**src/hdl/bmap_pkg.sv**
```systemverilog
`timescale 1ns / 1ps
package bmap_pkg;
  localparam int MaxLeft = 16;
  localparam int MaxRight = 16;
  localparam int MaxDegree = 8;
  localparam int LW = $clog2(MaxLeft);
  localparam int RW = $clog2(MaxRight);
  localparam int DW = $clog2(MaxDegree);
  localparam int DCW = $clog2(MaxDegree + 1);
  localparam int SW = $clog2(MaxLeft + 1);

  localparam logic [0:0] CfgLeft = 1'b0;
  localparam logic [0:0] CfgRight = 1'b1;

  typedef enum logic [3:0] {
    OpNone, OpLoad, OpClearPartners, OpRootInit, OpFetch, OpDecide,
    OpCommit, OpReport, OpClearGraph
  } op_t;

  typedef struct packed {
    op_t op;
  } cmd_t;

  typedef struct packed {
    logic search_done;
    logic commit_done;
    logic roots_done;
    logic report_done;
    logic report_empty;
  } status_t;
endpackage

```
**src/hdl/bipartite_matching_augmenting_path_core.sv**
```systemverilog
`timescale 1ns / 1ps
// Edge transactions are accepted one per cycle while idle and never raise busy.
// A finish transaction clears partners, then keeps busy high while each searched left
// vertex is made a root and searched in fetch and decide steps, a successful search
// commits its rematched vertices, right_count results go out and the graph is cleared.
// The receiver cannot stall; each result is on strobe for one cycle, one per cycle.
// Synchronous active-high reset clears degrees, partners, flags and restores counts to 16.
module bipartite_matching_augmenting_path_core
  import bmap_pkg::*;
(
  input  logic       clk,
  input  logic       rst,
  input  logic       start,
  output logic       busy,
  input  logic       kind,
  input  logic [3:0] left_vertex,
  input  logic [3:0] right_vertex,
  input  logic       cfg_valid,
  output logic       cfg_ready,
  input  logic [1:0] cfg_index,
  input  logic [4:0] cfg_data,
  output logic       strobe,
  output logic [3:0] right_index,
  output logic       is_matched,
  output logic [3:0] partner,
  output logic [4:0] match_total,
  output logic       edge_overflow,
  output logic       last
);
  cmd_t cmd;
  status_t stat;
  assign cfg_ready = 1'b1;

  bmap_ctrl u_ctrl (.clk, .rst, .start, .kind, .busy, .cmd, .stat);
  bmap_datapath u_dp (
    .clk, .rst, .cmd, .stat, .left_vertex, .right_vertex,
    .cfg_valid, .cfg_index(cfg_index[0]), .cfg_index_ok(cfg_index[1] == 1'b0),
    .cfg_data, .result_valid(strobe), .right_index, .is_matched, .partner,
    .match_total, .edge_overflow, .last
  );
endmodule

```
**src/hdl/bmap_ctrl.sv**
```systemverilog
`timescale 1ns / 1ps
module bmap_ctrl
  import bmap_pkg::*;
(
  input  logic    clk,
  input  logic    rst,
  input  logic    start,
  input  logic    kind,
  output logic    busy,
  output cmd_t    cmd,
  input  status_t stat
);
  typedef enum logic [2:0] {
    SIdle, SClear, SRoot, SFetch, SDecide, SCommit, SReport, SWipe
  } state_t;
  state_t state;

  always_comb begin
    busy = (state != SIdle);
    unique case (state)
      SIdle:   cmd.op = (start && !kind) ? OpLoad : (start ? OpClearPartners : OpNone);
      SClear:  cmd.op = OpRootInit;
      SRoot:   cmd.op = OpRootInit;
      SFetch:  cmd.op = OpFetch;
      SDecide: cmd.op = OpDecide;
      SCommit: cmd.op = OpCommit;
      SReport: cmd.op = OpReport;
      SWipe:   cmd.op = OpClearGraph;
      default: cmd.op = OpNone;
    endcase
  end

  always_ff @(posedge clk) begin
    if (rst) begin
      state <= SIdle;
    end else begin
      unique case (state)
        SIdle: if (start && kind) state <= SRoot;
        SClear: state <= SRoot;
        SRoot: state <= stat.roots_done ? (stat.report_empty ? SWipe : SReport) : SFetch;
        SFetch: state <= SDecide;
        SDecide: priority if (stat.commit_done) state <= SCommit;
          else if (stat.search_done) state <= SRoot;
          else state <= SFetch;
        SCommit: if (stat.search_done) state <= SRoot;
        SReport: if (stat.report_done) state <= SWipe;
        SWipe: state <= SIdle;
        default: state <= SIdle;
      endcase
    end
  end
endmodule

```
**src/hdl/bmap_datapath.sv**
```systemverilog
`timescale 1ns / 1ps
module bmap_datapath
  import bmap_pkg::*;
(
  input  logic        clk,
  input  logic        rst,
  input  cmd_t        cmd,
  output status_t     stat,
  input  logic [3:0]  left_vertex,
  input  logic [3:0]  right_vertex,
  input  logic        cfg_valid,
  input  logic        cfg_index,
  input  logic        cfg_index_ok,
  input  logic [4:0]  cfg_data,
  output logic        result_valid,
  output logic [3:0]  right_index,
  output logic        is_matched,
  output logic [3:0]  partner,
  output logic [4:0]  match_total,
  output logic        edge_overflow,
  output logic        last
);
  logic [RW-1:0]  adj [MaxLeft*MaxDegree];
  logic [RW-1:0]  adj_q;
  logic [DCW-1:0] deg [MaxLeft];
  logic [MaxRight-1:0] pvalid;
  logic [LW-1:0]  pstore [MaxRight];
  logic [MaxLeft-1:0] visited;
  logic [LW-1:0]  stk_v [MaxLeft];
  logic [DW:0]    stk_p [MaxLeft];
  logic [SW-1:0]  depth;
  logic [SW-1:0]  root;
  logic [4:0]     tally;
  logic           ovf;
  logic [4:0]     lcount, rcount;
  logic [4:0]     ridx;
  logic           hit;
  logic           exhausted;
  logic [SW-1:0]  lc_sat;
  logic [4:0]     rc_sat;
  logic [LW-1:0]  top_v;
  logic [DW:0]    top_p;
  logic [LW-1:0]  w;

  assign lc_sat = (lcount > 5'(MaxLeft)) ? SW'(MaxLeft) : SW'(lcount);
  assign rc_sat = (rcount > 5'(MaxRight)) ? 5'(MaxRight) : rcount;
  assign top_v = stk_v[LW'(depth - 1'b1)];
  assign top_p = stk_p[LW'(depth - 1'b1)];
  assign w = pstore[adj_q];
  assign exhausted = (top_p >= (DW+1)'(deg[top_v]));
  assign hit = (depth != '0) && !exhausted && !pvalid[adj_q];

  assign stat.roots_done = (root >= lc_sat);
  assign stat.report_empty = (rc_sat == 5'd0);
  assign stat.report_done = (ridx + 5'd1 >= rc_sat);
  assign stat.commit_done = hit && (depth > SW'(1));
  assign stat.search_done = (cmd.op == OpCommit) ? (depth <= SW'(2)) :
                            ((depth == '0) || ((depth == SW'(1)) && (hit || exhausted)));

  always_ff @(posedge clk) begin
    if (cmd.op == OpFetch && top_p < (DW+1)'(deg[top_v]))
      adj_q <= adj[{top_v, top_p[DW-1:0]}];
    else if (cmd.op == OpDecide && stat.commit_done)
      adj_q <= adj[{stk_v[LW'(depth - 2'd2)], stk_p[LW'(depth - 2'd2)][DW-1:0]}];
    else if (cmd.op == OpCommit && depth > SW'(2))
      adj_q <= adj[{stk_v[LW'(depth - 2'd3)], stk_p[LW'(depth - 2'd3)][DW-1:0]}];
    if (cmd.op == OpLoad && deg[left_vertex] < DCW'(MaxDegree))
      adj[{left_vertex, deg[left_vertex][DW-1:0]}] <= right_vertex;
  end

  always_ff @(posedge clk) begin
    if (rst) begin
      for (int i = 0; i < MaxLeft; i++) deg[i] <= '0;
      pvalid <= '0; visited <= '0; tally <= '0; ovf <= 1'b0;
      lcount <= 5'd16; rcount <= 5'd16; depth <= '0; root <= '0;
      ridx <= '0; result_valid <= 1'b0;
    end else begin
      result_valid <= (cmd.op == OpReport);
      if (cfg_valid && cfg_index_ok) begin
        if (cfg_index == CfgLeft) lcount <= cfg_data;
        else rcount <= cfg_data;
      end
      unique case (cmd.op)
        OpLoad: begin
          if (deg[left_vertex] < DCW'(MaxDegree)) deg[left_vertex] <= deg[left_vertex] + 1'b1;
          else ovf <= 1'b1;
        end
        OpClearPartners: begin
          pvalid <= '0; tally <= '0; root <= '0; depth <= '0; ridx <= '0;
          for (int i = 0; i < MaxRight; i++) pstore[i] <= '0;
        end
        OpRootInit: begin
          if (root < lc_sat) begin
            visited <= MaxLeft'(1'b1) << root;
            stk_v[0] <= LW'(root); stk_p[0] <= '0;
            depth <= SW'(1);
            root <= root + 1'b1;
          end
        end
        OpFetch: ;
        OpDecide: begin
          if (exhausted) begin
            depth <= depth - 1'b1;
            if (depth > SW'(1)) stk_p[LW'(depth - 2'd2)] <= stk_p[LW'(depth - 2'd2)] + 1'b1;
          end else if (hit) begin
            pvalid[adj_q] <= 1'b1; pstore[adj_q] <= top_v;
            tally <= tally + 1'b1;
          end else if (visited[w] || depth >= SW'(MaxLeft)) begin
            stk_p[LW'(depth - 1'b1)] <= top_p + 1'b1;
          end else begin
            visited[w] <= 1'b1;
            stk_v[LW'(depth)] <= w; stk_p[LW'(depth)] <= '0;
            depth <= depth + 1'b1;
          end
        end
        OpCommit: begin
          depth <= depth - 1'b1;
          pvalid[adj_q] <= 1'b1;
          pstore[adj_q] <= stk_v[LW'(depth - 2'd2)];
        end
        OpReport: begin
          right_index <= ridx[3:0];
          is_matched <= pvalid[ridx[RW-1:0]];
          partner <= pvalid[ridx[RW-1:0]] ? 4'(pstore[ridx[RW-1:0]]) : 4'd0;
          match_total <= tally;
          edge_overflow <= ovf;
          last <= stat.report_done;
          ridx <= ridx + 5'd1;
        end
        OpClearGraph: begin
          for (int i = 0; i < MaxLeft; i++) deg[i] <= '0;
          ovf <= 1'b0;
        end
        default: ;
      endcase
    end
  end
endmodule
```
**config.mk**
```make
export PLATFORM = sky130hd
export DESIGN_NAME = bipartite_matching_augmenting_path_core
export DESIGN_NICKNAME = d
export VERILOG_FILES = /design/src/hdl/bmap_pkg.sv /design/src/hdl/bipartite_matching_augmenting_path_core.sv /design/src/hdl/bmap_ctrl.sv /design/src/hdl/bmap_datapath.sv
export SDC_FILE = /design/constraint.sdc
export NUM_CORES = 2
export LEC_CHECK = 0
export ABC_CLOCK_PERIOD_IN_PS = 10800
export BUFFER_PORTS_ARGS = -buffer_cell sky130_fd_sc_hd__buf_2
export CELL_PAD_IN_SITES_DETAIL_PLACEMENT = 1
export CELL_PAD_IN_SITES_GLOBAL_PLACEMENT = 2
export CORE_UTILIZATION = 30
export CTS_CLUSTER_DIAMETER = 80
export DETAILED_ROUTE_END_ITERATION = 8
export PLACE_DENSITY_LB_ADDON = 0.1
export SLEW_MARGIN = 20
export SYNTH_ARGS = -nofsm -noshare
export SYNTH_HDL_FRONTEND = slang
export SYNTH_HIERARCHICAL = 1
export SYNTH_SLANG_ARGS = --single-unit
```
**constraint.sdc**
```tcl
create_clock -name clk -period 10.8 [get_ports clk]
set_clock_uncertainty 0.05 [all_clocks]
set_input_delay 0 -clock clk [delete_from_list [all_inputs] [get_ports clk]]
set_output_delay 0 -clock clk [all_outputs]
set_load 0.02 [all_outputs]
```
* Yosys cells after proc, flatten, opt, wreduce, memory -nomap -nowiden
Memory sizes are Yosys's and may differ from the RTL's. A register that Yosys moved wholly into a read port is not among the register bits.
Index checks and enable logic that the tools add are counted.
** Word-level totals
- Register bits after elaboration :: 83
- Bits in writable memories :: 768
- Bits of input ports :: 20
- Output and inout port bits :: 19
- Memories :: 5
** Memory list
- u_dp.adj :: depth 128, bits a word 4, read ports 3, clocked after memory_dff 0, wr ports 1, line bmap_datapath.sv:23 : logic [RW-1:0] adj [MaxLeft*MaxDegree];
- u_dp.deg :: depth 16, bits a word 4, read ports 2, clocked after memory_dff 0, wr ports 16, line bmap_datapath.sv:25 : logic [DCW-1:0] deg [MaxLeft];
- u_dp.pstore :: depth 16, bits a word 4, read ports 2, clocked after memory_dff 2, wr ports 16, line bmap_datapath.sv:27 : logic [LW-1:0] pstore [MaxRight];
- u_dp.stk_p :: depth 16, bits a word 4, read ports 3, clocked after memory_dff 0, wr ports 1, line bmap_datapath.sv:30 : logic [DW:0] stk_p [MaxLeft];
- u_dp.stk_v :: depth 16, bits a word 4, read ports 3, clocked after memory_dff 0, wr ports 1, line bmap_datapath.sv:29 : logic [LW-1:0] stk_v [MaxLeft];
** Operators by class
- Add/sub/neg operators :: 10
- $lt $le $gt $ge :: 17
- Equality and inequality tests :: 27
- Shift operators :: 1
- Multiplexer cells :: 127
- Bitwise operators :: 22
- Reduce and logical (&&, ||, !) cells :: 50
** Operator list (count)
- 4-bit two-way mux :: 34
- 16-bit two-way mux :: 6
- 1-bit two-way mux :: 58
- 16-bit case mux with 3 select lines :: 1
- 5-bit two-way mux :: 9
- 16-bit OR :: 2
- 16-bit case mux with 2 select lines :: 1
- 5-bit case mux with 2 select lines :: 3
- 4-bit case mux with 7 select lines :: 1
- 3-bit case mux with 8 select lines :: 1
- 4-bit OR reduction :: 6
- 5-bit by 1-bit adder with 5-bit output, second input constant :: 4
- 5-bit case mux with 4 select lines :: 1
- 1-bit OR :: 17
- 4-bit by 3-bit == test with 1-bit output, second input constant :: 4
- 1-bit by 5-bit left shift with 16-bit output, first input constant :: 1
- 4-bit by 5-bit < comparator with 1-bit output, second input constant :: 3
- 3-bit two-way mux :: 5
- 1-bit logical AND :: 13
- 4-bit by 1-bit adder with 4-bit output, second input constant :: 3
- 1-bit binary-select mux with 4-bit select :: 3
- 3-bit == test, second input constant :: 4
- 2-bit != test, second input constant :: 6
- 5-bit >= comparator :: 2
- other kinds (38) :: 66

* Depth between registers and ports, before layout
An unclocked memory read counts as a cell.
- Word-level depth :: 15
- Depth in mapped cells :: 36

* Modules after synthesis
The synthesis kept the hierarchy.
** Modules (own cells, without submodules)
- bmap_datapath :: instances 1, cells each 4913, area an instance 49849.1 um^2, seq. area each 25024.0 um^2
- bmap_ctrl :: instances 1, cells each 36, area an instance 289.0 um^2, seq. area each 60.1 um^2
- bipartite_matching_augmenting_path_core :: instances 1, cells each 3, area an instance 15.0 um^2, seq. area each 0.0 um^2

* Least setup slack after synthesis
No wires, ideal clock.
- Path type :: register to register
- Start point :: register u_dp.depth[1]
- End point :: memory u_dp/stk_v[1][0] (netlist bit), enable pin
- Library setup time :: 0.361 ns
- Arrival time :: 7.304 ns
- Path slack :: 3.085 ns
- Stages on the path, launching flop included :: 32
- Buffers on the path :: 12
- Path through :: dfxtp_1 clkbuf_1 clkbuf_1 buf_1 inv_1 ha_1 buf_2 buf_2 mux4_2 mux4_2 buf_2 buf_1 buf_2 buf_1 mux2i_1 a211oi_1 a21oi_1 nor2_1 a21oi_1 ha_1 nor2b_1 o21a_1 o21ai_0 and4_1 clkbuf_1 nand2_1 or2_2 clkbuf_1 or2_1 clkbuf_1 or3_1 nor3_1
** On the way
- Word-level cells in the longest chain between the ends :: 14
** Ends and longest elaborated chain
- start: declaration :: line bmap_datapath.sv:31 : logic [SW-1:0] depth;
- start signal: assignment :: line bmap_datapath.sv:103 : depth <= depth - 1'b1;
- start signal: assignment :: line bmap_datapath.sv:113 : depth <= depth + 1'b1;
- start signal: assignment :: line bmap_datapath.sv:117 : depth <= depth - 1'b1;
- 5-bit by 1-bit subtractor with 5-bit output :: line bmap_datapath.sv:47, bmap_datapath.sv:48
- memory 16 x 4 bit (2 in series)
- 4-bit >= comparator :: line bmap_datapath.sv:50 : assign exhausted = (top_p >= (DW+1)'(deg[top_v]));
- 1-bit logical NOT :: line bmap_datapath.sv:51 : assign hit = (depth != '0) && !exhausted && !pvalid[adj_q];
- 1-bit logical AND (2 in series) :: line bmap_datapath.sv:51
- 1-bit two-way mux :: line bmap_datapath.sv:105 : end else if (hit) begin
- 1-bit two-way mux :: line bmap_datapath.sv:102 : if (exhausted) begin
- 1-bit two-way mux :: line bmap_datapath.sv:83 : unique case (cmd.op)
- 1-bit two-way mux :: line bmap_datapath.sv:72 : if (rst) begin
- 1-bit two-way mux (not written as such) :: line bmap_datapath.sv:112 : stk_v[LW'(depth)] <= w; stk_p[LW'(depth)] <= '0;
- 4-bit OR reduction (no line)
- 4-bit two-way mux (no line) or 1-bit two-way mux (tied branches)
- end: declaration :: line bmap_datapath.sv:29
Several ways; a longest one is shown, not always the timed one.

==> out/results.ini <==
[outcome]
status = completed

[final_layout]
drive_gt1_share_pct = 11.8
final_cell_mix = 1094 x nand2_1, 788 x edfxtp_1, 417 x nor2_1
final_nets = 4877
fin_cells = 7106
layout_commonest_cell = nand2_1
multi_input_area_um2 = 23200
final_area_um2 = 56000
syn2layout_area_growth_pct = 11.6
seq_area_um2 = 25100
n_fill_cell = 18399

[cts]
clk_pin_slew_ns = 0.07
cts-htree-levels = 3
clock_latency_ns = 0.76
clock-root-buffer = clkbuf_16
cts_buffers = 107
clock_sink_count = 859
cts_tree = done
cts_resized = 0
clk_path_buf_depth = 3

[sta]
min_period_ns = 8.20
setup_tns_ns = 0
slew-limit-headroom_pct = 18.8
worst_pin_slew_ns = 1.21
rsz0062_at_grt = no
slew_violations = 0
final_hold_viol_count = 0
min_period_over_period_pct = 75.9
finalSetupViolCount = 0
fmax_mhz = 122
hold_slack_ns = 0.0916

[worst_setup_path]
cp.required_ns = 11.43
cp-end-kind = flop
crit_top_cell = buf_4
crit_chain = inv_1 > ha_2 > buf_4 > mux4_2 > mux2_2 > mux2_8 > inv_8 > buf_4 > buf_4 > nand2_1 > nand3_1 > a21boi_0 > o21ai_0 > nand3_1 > a41oi_1 > a311oi_1 > a31oi_1
cp.arrival_ns = 8.83
critPathLaunchType = flop
worst_path_max_delay_cell = o21ai_0
cpPeakStageDelay_ns = 0.89
crit_path_max_fanout = 60
worstSetupPathType = reg -> reg

[placed_design]
dpl.cell_count = 6881
port_buffers = 37
hpwl_mm = 157
place.gp.congestion = 0.881
place_area_um2 = 52300

[grt]
grt_pass1_wl_mm = 325
grtUsageTotal_pct = 26.8
grt_overflow = 0
grt_pass1_vias = 41882
antenna_found_initial = 5
grt_max_degree = 108

[detailed_routing]
drc = 0
vias = 41156
routed_wl_mm = 230
drtAntennaViolNets = 0
drtPass1Iterations = 5
wire_per_inst_um = 32.3
first_iter_violations = 3344
via_per_inst = 5.79

[synth]
syn_area_per_cell_um2 = 10.1
synthFlopType = edfxtp_1
yosysUniqueCellTypes = 91
synth_area_leader_cell = edfxtp_1
syn_nets = 5006
synthCells = 4952
synth_seq_area_share_pct = 50.0
netlist_area_um2 = 50200
yosysWarnings = 6
synth_edf_count = 788
synth_top_area_share_pct = 47.2
async_flop_share_pct = 0
synth_area_leaders = edfxtp_1 47%, nand2_1 8.2%, mux4_2 8.0%
synth-seq-cells = 859

[floorplanning]
start_util_pct = 30.3
coreArea_um2 = 166000
die_h_um = 411
rows = 149
ios = 39
die_area_um2 = 169000
die_w_um = 411

[power_and_ir_drop]
p_total_uw = 10300
power.leakage_uw = 0.0192
pwr_density_cell_nw_per_um2 = 185
ir_worst_vdd_v = 0.000123

[job]
drv_cap = 0

[worst_hold_path]
hold_class = in -> reg

==> path summary, 6_finish.rpt <==
check                                  end                  startpoint  cells after the start  slack (ns)
max                                   flop  u_dp/depth[0]$_SDFFE_PP0P_                     17        2.60
max reg2reg                           flop  u_dp/depth[0]$_SDFFE_PP0P_                     17        2.60
min            u_dp/rcount[4]$_SDFFE_PP1P_                 cfg_data[4]                      5        0.09
min reg2reg  u_dp/match_total[4]$_DFFE_PP_  u_dp/tally[4]$_SDFFE_PP0P_                      0        0.42
==> stage by stage <==
step	utilization (%)	setup WS, ns
floorplan	-	3.08
detailed placement	31.6	2.72
global placement	31.6	2.61
CTS	33.8	2.68
finish	33.8	2.60
global route	33.8	2.10
==> repair_timing <==
item,in CTS,in global routing
setup buffers,0,0
hold endpoints to repair,273,0
hold buffers,22,0
==> critical path, delay by kind of cell, from the launching register on <==
family / cells / cell delay [ns]
compound gates: 5 / 1.95
fa+ha+maj: 1 / 0.63
buf+inv: 5 / 2.65
flops: 1 / 0.60
mux: 3 / 1.17
simple gates: 3 / 0.73
==> synth_stat cells (60+ instances only) <==
cell / n
o21ai_0: 80
buf_2: 150
nand3_1: 382
a21oi_1: 321
nand2_1: 1094
mux4_2: 179
clkbuf_1: 179
mux2i_1: 217
nor2_1: 418
dfxtp_1: 71
a211oi_1: 197
edfxtp_1: 788
and3_1: 60
nor2b_1: 126
==> kinds of logic (layout without fill, tap and decap cells) <==
| logic type | Yosys count | count (layout) | share of synthesized area [%] |
|---|---|---|---|
| xor+xnor | 25 | 25 | 0.496 |
| fa+ha+maj | 34 | 34 | 0.848 |
| compound gates | 819 | 819 | 10.4 |
| simple gates | 2341 | 2341 | 20.7 |
| mux | 434 | 434 | 13.4 |
| buf+inv | 439 | 402 | 4.15 |
| other cells | 1 | 3 | 0.00748 |
| flops | 859 | 859 | 50.0 |
==> report_power, final <==
part | switching (µW) | internal (µW) | total (µW) | leakage [µW]
sequential | 62.9 | 3690 | 3760 | 0.00772
combinational | 2140 | 809 | 2950 | 0.00983
clock | 1570 | 2060 | 3630 | 0.00169
==> state kept, by name (all words and copies together), names as in the netlist, 16 cells and up, named ones only <==
register,cells
u_dp/adj,512
u_dp/deg,64
u_dp/pstore,64
u_dp/stk_p,64
u_dp/stk_v,64
u_dp/pvalid,16
u_dp/visited,16
==> area by class of cell <==
cell class              instances  share of cell area (%)
diodes                          2                 0.00894
clock buffers                 125                    5.00
clock inverters                76                    1.27
inverters                      28                   0.210
multi-input cells            3654                    41.4
flip-flops and latches        859                    44.8
well taps                    2189                    4.89
repair buffers                173                    2.45
==> layer usage <==
layer | wire length [µm] | vias up | global-route usage (%)
met5 | 0 | - | 0
met4 | 7990 | 0 | 9.32
met2 | 108000 | 1256 | 43.8
li1 | - | 18028 | -
met1 | 103000 | 21573 | 36.9
met3 | 10900 | 299 | 2.77
Power figures use the tool's default switching activity.
